$ cat src/rtl/afpm_queue.sv
// Short first-in first-out queue between front and back end of the mapper.
// Generic width and depth; no package dependencies.
module afpm_queue #(
	parameter int WIDTH = 8,
	parameter int DEPTH = 4
) (
	input  logic             clk,
	input  logic             arst_n,
	input  logic             wr,
	input  logic [WIDTH-1:0] wdata,
	input  logic             rd,
	output logic [WIDTH-1:0] rdata,
	output logic             full,
	output logic             empty
);
	localparam int IDX_W = (DEPTH > 1) ? $clog2(DEPTH) : 1;
	localparam int CNT_W = $clog2(DEPTH + 1);

	logic [WIDTH-1:0] mem_q [DEPTH];
	logic [IDX_W-1:0] wr_ptr_q;
	logic [IDX_W-1:0] rd_ptr_q;
	logic [CNT_W-1:0] count_q;
	logic             do_wr;
	logic             do_rd;

	assign full  = (count_q == CNT_W'(DEPTH));
	assign empty = (count_q == '0);
	assign do_wr = wr && !full;
	assign do_rd = rd && !empty;
	assign rdata = mem_q[rd_ptr_q];

	always_ff @(posedge clk) begin
		if (do_wr) begin
			mem_q[wr_ptr_q] <= wdata;
		end
	end

	always_ff @(posedge clk or negedge arst_n) begin
		if (!arst_n) begin
			wr_ptr_q <= '0;
			rd_ptr_q <= '0;
			count_q  <= '0;
		end else begin
			if (do_wr) begin
				wr_ptr_q <= (wr_ptr_q == IDX_W'(DEPTH - 1)) ? '0 : wr_ptr_q + IDX_W'(1);
			end
			if (do_rd) begin
				rd_ptr_q <= (rd_ptr_q == IDX_W'(DEPTH - 1)) ? '0 : rd_ptr_q + IDX_W'(1);
			end
			if (do_wr && !do_rd) begin
				count_q <= count_q + CNT_W'(1);
			end else if (do_rd && !do_wr) begin
				count_q <= count_q - CNT_W'(1);
			end
		end
	end

endmodule

$ cat config.mk
export PLATFORM = sky130hd
export DESIGN_NAME = afpm_queue
export DESIGN_NICKNAME = d
export VERILOG_FILES = /design/src/rtl/afpm_queue.sv
export SDC_FILE = /design/constraint.sdc
export NUM_CORES = 1
export LEC_CHECK = 0
export ABC_CLOCK_PERIOD_IN_PS = 2000
export BUFFER_PORTS_ARGS = -buffer_cell sky130_fd_sc_hd__buf_4
export CORE_MARGIN = 4
export CORE_UTILIZATION = 40
export DETAILED_ROUTE_END_ITERATION = 10
export SLEW_MARGIN = 20
export SYNTH_ARGS = -nofsm -noshare
export SYNTH_HDL_FRONTEND = slang
export SYNTH_SLANG_ARGS = --single-unit
$ cat constraint.sdc
create_clock -name clk -period 2 [get_ports clk]
set_clock_uncertainty 0.05 [all_clocks]
set_input_delay 0.2 -clock clk [delete_from_list [all_inputs] [get_ports clk]]
set_output_delay 0.2 -clock clk [all_outputs]
set_load 0.05 [all_outputs]
# --- After elaboration in Yosys (flattened, before gate mapping) ---
# Memories as Yosys holds them, arrays and structs flattened.
# Cells that the tools add are included.
word_totals:
  mem_count: 1
  wordCells: 27
  ram_bits: 32
  in_bits: 12
  out_inout_bits: 10
  register_bits: 7
memory_table:
  columns: ["memory", "depth", "word_bits", "read_ports", "rd_ports_with_merged_regs", "write_ports", "line_no", "source"]
  rows:
  - ["mem_q", 4, 8, 1, 0, 1, "19", "logic [WIDTH-1:0] mem_q [DEPTH];"]
classes:
  n_eq_ne: 3
  n_addsub: 4
  mux: 6
  n_reduce_logical: 10
op_table:
  columns: ["operator", "count"]
  rows:
  - ["3-bit two-way mux", 2]
  - ["2-bit by 1-bit adder with 2-bit output, second input constant", 2]
  - ["2-bit equality test, second input constant", 2]
  - ["1-bit logical AND", 4]
  - ["1-bit zero test", 4]
  - ["2-bit two-way mux", 2]
  - ["3-bit by 1-bit adder with 3-bit output, second input constant", 1]
  - ["3-bit equality test, second input constant", 1]
  - ["3-bit zero test", 1]
  - ["3-bit by 1-bit subtractor with 3-bit output, second input constant", 1]
  - ["1-bit two-way mux", 2]
  - ["2-bit nonzero test", 1]

# --- Depth between registers and ports, before layout ---
# Gate-level depths: netlist (run 1).
depth:
  depth_word: 7
  depth_mapped: 9
  mapped_depth_nobuf: 8

# --- Least setup slack after synthesis (run 1) ---
# OpenSTA, ideal clock, no wires.
synth_path:
  path_type: "reg-to-reg"
  from: "register count_q[0]"
  to: "register count_q[2]"
  t_arrival_ns: 2.912
  path_slack_ns: -1.041
  setup_ns: 0.079
  n_path_buf: 0
  stages_incl_launch_ff: 9
  synth_period_minus_slack_ns: 3.041
  t_required_ns: 1.871
  cell_sequence: "dfrtp_1 -> nor3_1 -> nand2b_4 -> ha_1 -> inv_1 -> fa_1 -> xor2_1 -> nor2_1 -> xor2_1"
synth_via:
  elab_chain_len: 6
  elab_cells_between_ends: 15
  cone_classes: "2 x add/sub; 1 x eq/ne; 2 x mux; 10 x reduce/logical"
synth_rtl:
  columns: ["element", "line_no", "source"]
  rows:
  - ["start, declared", "22", "logic [CNT_W-1:0] count_q;"]
  - ["start signal, assigned", "51", "count_q <= count_q + CNT_W'(1);"]
  - ["start signal, assigned", "53", "count_q <= count_q - CNT_W'(1);"]
  - ["3-bit zero test *", "27", "assign empty = (count_q == '0);"]
  - ["via empty", "14", "output logic empty"]
  - ["1-bit zero test *", "29", "assign do_rd = rd && !empty;"]
  - ["1-bit logical AND *", "29", null]
  - ["1-bit zero test", "50", "if (do_wr && !do_rd) begin"]
  - ["1-bit logical AND", "50", null]
  - ["3-bit two-way mux / 2-bit nonzero test (equally long branches)", null, null]
# The timed path passes the listed nets; every way through them passes the cells marked *. The select of a mux whose other input is x is not followed.
# A chain may end at the register's enable or synchronous reset.

# --- Worst setup path in the final report (run 1) ---
layout_path:
  from: "register count_q[2]"
  to: "register count_q[2]"
layout_via:
  elab_chain_len: 6
  elab_cells_between_ends: 15
  cone_classes: "2 x add/sub; 1 x eq/ne; 2 x mux; 10 x reduce/logical"
layout_rtl:
  columns: ["element"]
  rows:
  - ["parallel branches: the longest is 6 deep, another holds 3-bit by 1-bit subtractor with 3-bit output"]
# Several ways; the timed one is not identified. The select of a mux whose other input is x is not followed.

==> summary.md, run 1 <==
| Metric | Value |
|---|---|
| Status | `finished clean` |
| Sw frac | `0.373` |
| Core Area | `0.00380 mm2` |
| Kind of critical path | `reg2reg` |
| Final Instance Count excl. Fillers | `~160` |
| Seq/Total Area, Yosys | `0.701` |
| CTS clk-pin slew, worst paths | `0.07 ns` |
| Final Hold Fails | `0` |
| Power Dens Cells | `1660 mW/mm2` |
| Worst Setup End Kind | `register` |
| Share of cells above drive strength 1 | `0.518` |
| Grt ovf | `0` |
| Synth Area in Simple Gates | `0.0541` |
| Syn Inst Count | `79` |
| Dpl cells | `146` |
| Clock latency on the worst-skew pair | `0.29 ns` |
| Startpoint type of the worst setup path | `register` |
| Max Clock Freq | `roughly 0.53 GHz` |
| Number of DRC violations after detailed-routing iteration 0 | `42` |
| Utilization after layout | `0.524` |
| Seq cells post-synth | `39` |
| Slowest Stage Delay on Critical Path | `0.44 ns` |
| Root Driver | `clkbuf_8` |
| P&R area growth vs syn | `22.9%` |
| Final nets | `128` |
| WHS | `0.0596 ns` |
| Netlist Area Pre-Place | `between 0.0015 and 0.002 mm2` |
| Max Cap Viol | `0` |
| TritonCTS Sinks | `39` |
| Post-synth cell types | `19` |
| Power share of the sequential group | `0.399` |
| Req. time, crit path | `roughly 2.2 ns` |
| Clk pwr share | `0.189` |
| Largest net degree at the start of global routing | `13` |
| Yosys warning total | `0` |
| Leakage | `0.750 nW` |
| Synth Net Count | `98` |
| CP dominant cell by count | `xor2_1` |
| Final instance area | `approximately 0.0020 mm2` |
| Peak VDD IR | `702 uV` |
| Via count | `758` |
| Post-synthesis mux area share | `0.151` |
| WL/cell | `15.9 um` |
| CTS tree | `done` |
| CP arrival | `2.07 ns` |
| # setup viols final | `0` |
| Worst slew pin tran | `0.440 ns` |
| Worst path cell trace | `nor3b_4 > nor2b_2 > ha_4 > inv_2 > fa_1 > xor2_1 > nor2_1 > xor2_1` |
| Post-DP HPWL | `1690 um` |
| Synth Area in Compound Gates | `0` |
| # IOs | `22` |
| Max-slew violation count | `0` |
| Main combinational cell family by area after synthesis | `multiplexers` |
| Die width | `71.6 um` |
| DRC | `0` |
| Drt via density | `4.80` |
| Hold WC Path Type | `in2reg` |
| Total negative slack | `0 ns` |
| GRT Total Usage | `0.109` |
| Port buffer count | `21` |
| Synthesized-area fraction occupied by adder cells | `0.0587` |
| Die Y | `71.6 um` |
| Fin crit share | `0.952` |
| Die Area | `0.00513 mm2` |
| Vias in the first global route | `798` |
| Synth Area per Inst | `20.5 um2` |
| Initial antenna violation count | `0` |
| Post-synthesis xor/xnor area fraction | `0.0162` |
| Initial Utilization | `0.427` |
| ANT cells | `0` |
| Max-Slew Margin vs Limit | `0.706` |
| Crit-path max FO | `3` |
| Critical-path top delay cell | `dfrtp_1` |
| GP Congestion | `0.739` |
| Combinational group share of total power | `0.412` |
| Internal power | `0.00207 W` |
| Tmin final | `1.90 ns` |
| P_sw | `0.00123 W` |
| Remaining antenna violation count | `0` |
| CTS H-tree depth | `2` |
| Site row count | `22` |
| Commonest non-fill, non-tap cell in the layout | `edfxtp_1` |
| First drt pass iteration count | `3` |
| Num CTS Buffers | `5` |
| First-pass GRT wire length | `3980 um` |
| Leading cell types in the layout, fill and taps excluded | `edfxtp_1, buf_4, mux4_2` |
| Post-Route WL | `2510 um` |
| Clock buffer depth | `2` |
| Placed Area | `0.00185 mm2` |
cell usage after synthesis, drive strengths merged:
master	instances	share of area
nor3	1	0.0031
edfxtp	32	0.59
inv	3	0.0069
xnor2	1	0.0054
mux2	5	0.039
fa	1	0.012
nor3b	1	0.012
and2	4	0.019
nand2b	1	0.0085
ha	6	0.046
buf	3	0.012
mux4	8	0.11
dfrtp	7	0.11
xor2	2	0.011
nor2b	1	0.0054
nor2	3	0.0069
kinds of logic (layout without fill, tap and decap cells):
group,count (synthesis),count (layout)
flops,39,39
mux,13,13
simple gates,11,11
fa+ha+maj,7,7
buf+inv,6,37
xor+xnor,3,3
flip-flops by register name, indices dropped and copies added, names as in the netlist:
signal,cells
mem_q,32
count_q,3
rd_ptr_q,2
wr_ptr_q,2
power by group through the flow:
stage | Sequential [W] | Clock [W] | Combinational [W]
2_1_floorplan | 0.00122 | 0 | 0.00111
3_3_place_gp | 0.00133 | 0 | 0.00133
3_5_place_dp | 0.00134 | 0 | 0.00135
4_1_cts | 0.00133 | 0.000644 | 0.00135
5_1_grt | 0.00136 | 0.000675 | 0.00145
6_report | 0.00132 | 0.000623 | 0.00136
metrics by stage:
| step | total power, W | setup WS, ns |
|---|---|---|
| floorplan | 0.00233 | -0.246 |
| global placement | 0.00266 | 0.106 |
| detailed placement | 0.00269 | 0.105 |
| CTS | 0.00332 | 0.0757 |
| global route | 0.00348 | -0.00112 |
| finish | 0.00330 | 0.0957 |
area by class of cell:
type	instances	area [um2]
fillers	332	1810
flip-flops and latches	39	1140
multi-input cells	34	477
repair buffers	26	198
clock buffers	5	68.8
well taps	48	60.1
clock inverters	3	38.8
inverters	3	11.3
worst max-delay path, delay by kind of cell, from the launching register on:
family | cells | cell delay, ns
buffers and inverters | 1 | 0.03
AND/OR/NAND/NOR | 3 | 0.47
XOR/XNOR | 2 | 0.30
flip-flops | 1 | 0.44
adder cells (fa/ha/maj) | 2 | 0.53
what timing repair did:
item	in CTS	in global routing
setup endpoints to repair	8	1
hold buffers	1	0
buffers inserted	0	3
gates resized for setup	1	0
endpoints found under the hold margin	7	0
path summary, 6_finish.rpt:
path / endpoint / slack (ns) / start / depth (start not counted)
max in group asynchronous: rd_ptr_q[0] / 1.54 / arst_n / 2
min: mem_q[0][1] / 0.06 / wdata[1] / 1
min in group asynchronous: count_q[1] / 0.22 / arst_n / 2
max reg2reg: count_q[2] / 0.1 / count_q[2] / 8
max: count_q[2] / 0.1 / count_q[2] / 8
min reg2reg: count_q[2] / 0.52 / count_q[2] / 1
per-layer routing:
layer	global-route usage	share of wire	up-vias
li1	-	-	359
met1	0.136	0.42	378
met2	0.160	0.51	14
met3	0.0379	0.043	7
met4	0.0689	0.024	0
met5	0	0	-
Note: power is estimated with default switching activity, not from simulation.
==> run 2, diff against run 1 <==
PLACE_DENSITY = 0.7   (was unset)
==> run 2 against run 1 <==
Power grew 2.3%. Flip-flop and latch count is the same. Largest cell class unchanged. Register-to-register slack is essentially flat. Largest power group unchanged. Global-route usage shrank 0.34 points. Final area grew 1.4%. Utilization grew 0.76 points. Critical path depth shrank 2.
==> summary.md, run 2 (same netlist as run 1, synthesis figures left out) <==
| Metric | Value |
|---|---|
| Status | `finished clean` |
| Max-slew violation count | `0 (unchanged)` |
| Slowest Stage Delay on Critical Path | `0.48 ns (+0.04 ns)` |
| Commonest non-fill, non-tap cell in the layout | `edfxtp_1` |
| R2R Path End | `count_q[1]` |
| Startpoint type of the worst setup path | `register` |
| WL/cell | `15.6 um (-1.4%)` |
| Largest delay share family, worst path | `adder cells` |
| Clk pwr share | `0.187 (-0.002)` |
| Num CTS Buffers | `5 (unchanged)` |
| Kind of critical path | `reg2reg` |
| GP Congestion | `0.657 (-11%)` |
| Filler Cells Inserted | `324 (-2.4%)` |
| Tmin final | `1.91 ns (+0.00303 ns)` |
| End point of the worst hold path | `mem_q[1][0]` |
| Die Area | `0.00513 mm2 (unchanged)` |
| Power Dens Cells | `1670 mW/mm2 (+0.80%)` |
| RSZ-0062 raised after global routing | `false` |
| Power share of the sequential group | `0.389 (-0.010)` |
| Reg with most FFs | `mem_q` |
| Post-Route WL | `2500 um (-0.20%)` |
| Core Area | `0.00380 mm2 (unchanged)` |
| ANT cells | `0 (unchanged)` |
| Largest register FFs | `32 (unchanged)` |
| Crit path buf inv count | `1 (unchanged)` |
| Post-DP HPWL | `1700 um (+0.73%)` |
| Root Driver | `clkbuf_8` |
| Clock latency on the worst-skew pair | `0.28 ns (about the same)` |
| Final Instance Count excl. Fillers | `160 (+1.3%)` |
| Number of DRC violations after detailed-routing iteration 0 | `42 (unchanged)` |
| Fin crit share | `0.954 (+0.00152)` |
| Die width | `71.6 um (unchanged)` |
| Clock buffer depth | `2 (unchanged)` |
| CP arrival | `2.03 ns (-0.04 ns)` |
| Hold WC Path Type | `in2reg` |
| CTS H-tree depth | `2 (unchanged)` |
| TritonCTS Sinks | `39 (unchanged)` |
| Grt ovf | `0 (unchanged)` |
| Sw frac | `0.373 (about the same)` |
| Critical-path top delay cell | `dfrtp_1` |
| Share of cells above drive strength 1 | `0.554 (+0.0354)` |
| Largest net degree at the start of global routing | `14 (+1)` |
| Via count | `769 (+1.5%)` |
| P_sw | `0.00126 W (+2.3%)` |
| Final instance area | `0.00202 mm2 (+1.4%)` |
| First drt pass iteration count | `4 (+1)` |
| Max-Slew Margin vs Limit | `0.721 (+0.0144)` |
| GRT Total Usage | `0.105 (-0.00340)` |
| # IOs | `22 (unchanged)` |
| DRC | `0 (unchanged)` |
| CTS clk-pin slew, worst paths | `0.07 ns (about the same)` |
| Final Hold Fails | `0 (unchanged)` |
| First-pass GRT wire length | `3910 um (-1.9%)` |
| Worst slew pin tran | `0.419 ns (-0.0217 ns)` |
| P&R area growth vs syn | `24.7%` |
| Placed Area | `0.00185 mm2 (unchanged)` |
| Site row count | `22 (unchanged)` |
| Leakage | `0.766 nW (+2.0%)` |
| Worst path cell trace | `nor3b_4 > nor2b_4 > ha_4 > inv_2 > fa_2 > mux2_2` |
| R2R cell count | `6 (-2)` |
| Hold path cells | `1 (unchanged)` |
| CTS tree | `done` |
| Initial Utilization | `0.427 (unchanged)` |
| Biggest regs | `mem_q x32, count_q x3` |
| Vias in the first global route | `791 (-0.88%)` |
| Internal power | `0.00212 W (+2.2%)` |
| Max Clock Freq | `0.524 GHz (-0.16%)` |
| Crit-path max FO | `4 (+1)` |
| Worst Setup End Kind | `register` |
| Final nets | `130 (+1.6%)` |
| RR Startpoint | `count_q[1]` |
| Hold path start | `wdata[0]` |
| Max Cap Viol | `0 (unchanged)` |
| Utilization after layout | `0.532 (+0.00758)` |
| Initial antenna violation count | `0 (unchanged)` |
| Req. time, crit path | `2.12 ns (-0.04 ns)` |
| Drt via density | `4.81 (+0.18%)` |
| Total negative slack | `0 ns (unchanged)` |
| Remaining antenna violation count | `0 (unchanged)` |
| Leading cell types in the layout, fill and taps excluded | `edfxtp_1, buf_4, mux4_2` |
| Combinational group share of total power | `0.424 (+0.012)` |
| Die Y | `71.6 um (unchanged)` |
| Port buffer count | `21 (unchanged)` |
| Register-to-register setup slack | `0.09 ns (about the same)` |
| # setup viols final | `0 (unchanged)` |
| Design Power | `0.00337 W (+2.3%)` |
| Peak VDD IR | `705 uV (+0.41%)` |
| Dpl cells | `146 (unchanged)` |
[run 2: per-stage QoR]
stage	hold slack [ns]	worst slack, ns
2_1_floorplan	-0.146	-0.246
3_3_place_gp	-0.0305	0.134
3_5_place_dp	-0.0309	0.0787
4_1_cts	0.0566	0.0672
5_1_grt	0.0367	0.0151
6_report	0.0616	0.0926
[run 2: worst max-delay path by stage]
| stage | from | to | slack [ns] | cells past startpoint |
|---|---|---|---|---|
| 4_1_cts | count_q[2] | count_q[2] | 0.07 | 8 |
| 5_1_grt | count_q[0] | count_q[2] | 0.02 | 8 |
| 3_5_place_dp | count_q[0] | count_q[2] | 0.08 | 8 |
| 6_report | count_q[1] | count_q[1] | 0.09 | 6 |
| 3_3_place_gp | count_q[2] | count_q[2] | 0.13 | 8 |
| 2_1_floorplan | count_q[0] | count_q[1] | -0.25 | 7 |
[run 2: layout make-up]
class,count,area (um2),share of cell area
flip-flops and latches,39,1140,0.564
multi-input cells,34,484,0.240
repair buffers,28,213,0.105
clock buffers,5,68.8,0.0341
well taps,48,60.1,0.0297
clock inverters,3,43.8,0.0217
inverters,3,11.3,0.00557
[run 2: timing repair]
item | CTS | global route
setup endpoints to repair | 8 | 1
hold buffers | 1 | 0
endpoints found under the hold margin | 7 | 0
cloned | 0 | 0
gates resized for setup | 1 | 3
pin swaps | 0 | 3
buffers inserted | 0 | 5
[run 2: power groups by stage]
stage / sequential (W) / combinational [W] / clock (W)
3_5_place_dp: 0.00134 / 0.00136 / 0
3_3_place_gp: 0.00132 / 0.00133 / 0
5_1_grt: 0.00135 / 0.00152 / 0.000701
6_report: 0.00131 / 0.00143 / 0.000629
2_1_floorplan: 0.00122 / 0.00111 / 0
4_1_cts: 0.00133 / 0.00137 / 0.000644
[run 2: per-layer routing]
layer / vias up / wire length, um / global-route usage
li1: 364 / - / -
met1: 378 / 1040 / 0.129
met2: 21 / 1260 / 0.167
met3: 6 / 165 / 0.0477
met4: 0 / 31 / 0.0313
met5: - / 0 / 0
==> run 3, diff against run 2 <==
CORE_MARGIN = unset   (was 4)
==> run 3 against run 2 <==
Hold slack better by 0.0046 ns. Register-to-register slack hardly changed. Combinational power hardly changed. Maximum frequency is 0.78% higher. Sequential share of layout area is 0.81 points higher. Non-clock buffer count is 1 higher. Critical path type unchanged.
==> summary.md, run 3 (same netlist as run 1, synthesis figures left out) <==
| Metric | Value |
|---|---|
| Status | `finished clean` |
| ANT cells | `0 (unchanged)` |
| Port buffer count | `21 (unchanged)` |
| Num CTS Buffers | `5 (unchanged)` |
| GP Congestion | `0.691 (+5.2%)` |
| Die Y | `65.6 um (-8.4%)` |
| Clock buffer depth | `2 (unchanged)` |
| Worst Setup End Kind | `register` |
| Clock latency on the worst-skew pair | `0.28 ns (about the same)` |
| Final nets | `131 (+0.77%)` |
| Initial antenna violation count | `0 (unchanged)` |
| Hold WC Path Type | `in2reg` |
| Vias in the first global route | `812 (+2.7%)` |
| Power Dens Cells | `1620 mW/mm2 (-3.2%)` |
| Reg with most FFs | `mem_q` |
| Number of DRC violations after detailed-routing iteration 0 | `38 (-9.5%)` |
| Share of cells above drive strength 1 | `0.554 (unchanged)` |
| Dpl cells | `146 (unchanged)` |
| Final Hold Fails | `0 (unchanged)` |
| Routed wire length on met3 | `105 um (-36%)` |
| CTS clk-pin slew, worst paths | `0.07 ns (about the same)` |
| Biggest regs | `mem_q x32, count_q x3` |
| Die width | `65.6 um (-8.4%)` |
| Worst slew pin tran | `0.454 ns (+0.0351 ns)` |
| Commonest non-fill, non-tap cell in the layout | `edfxtp_1` |
| Max-slew violation count | `0 (unchanged)` |
| Via count | `811 (+5.5%)` |
| GRT Total Usage | `0.131 (+0.0261)` |
| WL/cell | `15.5 um (-0.56%)` |
| Remaining antenna violation count | `0 (unchanged)` |
| Grt ovf | `0 (unchanged)` |
| Leakage | `0.753 nW (-1.6%)` |
| Utilization after layout | `0.529 (-0.00309)` |
| Core Area | `0.00377 mm2 (-0.72%)` |
| P&R area growth vs syn | `23.1%` |
| First-pass GRT wire length | `3970 um (+1.8%)` |
| Post-DP HPWL | `1670 um (-1.9%)` |
| Area taken by multi-input logic gates | `484 um2 (unchanged)` |
| Max Cap Viol | `0 (unchanged)` |
| Routed length on met2 | `1340 um (+5.7%)` |
| Req. time, crit path | `2.15 ns (+0.03 ns)` |
| TritonCTS Sinks | `39 (unchanged)` |
| RSZ-0062 raised after global routing | `true` |
| DRC | `0 (unchanged)` |
| Fin crit share | `0.946 (-0.00740)` |
| Final Instance Count excl. Fillers | `160 (unchanged)` |
| First drt pass iteration count | `2 (-2)` |
| # setup viols final | `0 (unchanged)` |
| Register area | `0.00114 mm2 (+0.11%)` |
| WL met1 | `1010 um (-3.1%)` |
| CTS H-tree depth | `2 (unchanged)` |
| Leading cell types in the layout, fill and taps excluded | `edfxtp_1, buf_4, mux4_2` |
| Peak VDD IR | `862 uV (+22%)` |
| Drt via density | `5.07 (+5.5%)` |
| # IOs | `22 (unchanged)` |
| Crit-path max FO | `4 (unchanged)` |
| Max-Slew Margin vs Limit | `0.697 (-0.0234)` |
| Largest register FFs | `32 (unchanged)` |
| Largest net degree at the start of global routing | `12 (-2)` |
| Tmin final | `1.89 ns (-0.0148 ns)` |
| Initial Utilization | `0.430 (+0.00311)` |
| Filler Cells Inserted | `296 (-8.6%)` |
| Startpoint type of the worst setup path | `register` |
| Root Driver | `clkbuf_8` |
| Die Area | `0.00431 mm2 (-16%)` |
| Kind of critical path | `reg2reg` |
| CP arrival | `2.05 ns (+0.02 ns)` |
| CTS tree | `done` |
| Post-Route WL | `2490 um (-0.56%)` |
| Max Clock Freq | `0.528 GHz (+0.78%)` |
| Top sig layer | `met4` |
| Site row count | `22 (unchanged)` |
## run 3: changes by cell type in the layout (fill, tap and decap cells not counted), sizes merged
| cell | delta |
|---|---|
| buf | +1 |
| bufinv | -1 |
## run 3: final timing paths
path	depth (start not counted)	to	start	slack [ns]
max	8	count_q[2]	count_q[1]	0.11
min	1	mem_q[1][6]	wdata[6]	0.07
max reg2reg	8	count_q[2]	count_q[1]	0.11
min reg2reg	1	count_q[2]	count_q[2]	0.47
max in group asynchronous	2	count_q[0]	arst_n	1.56
min in group asynchronous	2	wr_ptr_q[0]	arst_n	0.20
## run 3: per-layer routing
metal,vias up,GRT usage
li1,364,-
met1,420,0.161
met2,19,0.208
met3,8,0.0469
met4,0,0.0571
met5,-,0
## run 3: final cells by class
| cell class | count | area share |
|---|---|---|
| well taps | 48 | 0.0301 |
| flip-flops and latches | 39 | 0.572 |
| clock inverters | 2 | 0.00439 |
| multi-input cells | 34 | 0.243 |
| repair buffers | 29 | 0.110 |
| inverters | 3 | 0.00565 |
| clock buffers | 5 | 0.0345 |
## run 3: metrics by stage
step                power (W)  cell area [um2]  hold slack, ns  worst slack (ns)  setup TNS (ns)
finish                0.00322             1990          0.0662             0.107               0
global route          0.00339             1990          0.0534           -0.0107         -0.0107
CTS                   0.00316             1940          0.0554            0.0252               0
detailed placement    0.00268             1850         -0.0293            0.0644               0
global placement      0.00264             1850         -0.0338            0.0967               0
floorplan             0.00233             1650          -0.146            -0.246          -0.474
## run 3: worst max-delay path: stages (launching register included)
cell	delay [ns]
dfrtp_2	0.46
nor3_4	0.20
nand2b_4	0.16
ha_4	0.14
inv_2	0.03
fa_2	0.32
xor2_1	0.15
nor2_1	0.13
xor2_1	0.17
## run 3: repair_timing
item                       CTS  global route
resized for setup            1             4
hold endpoints to repair     7             0
hold buffers                 1             0
setup endpoints to repair    8             1
pin swaps                    0             3
buffers inserted             0             6
## run 3: where the power goes
| part | leakage (nW) | switching [W] | internal (W) |
|---|---|---|---|
| clock network | 0.0414 | 0.000239 | 0.000231 |
| registers | 0.371 | 0.000209 | 0.00111 |
| logic | 0.341 | 0.000785 | 0.000650 |
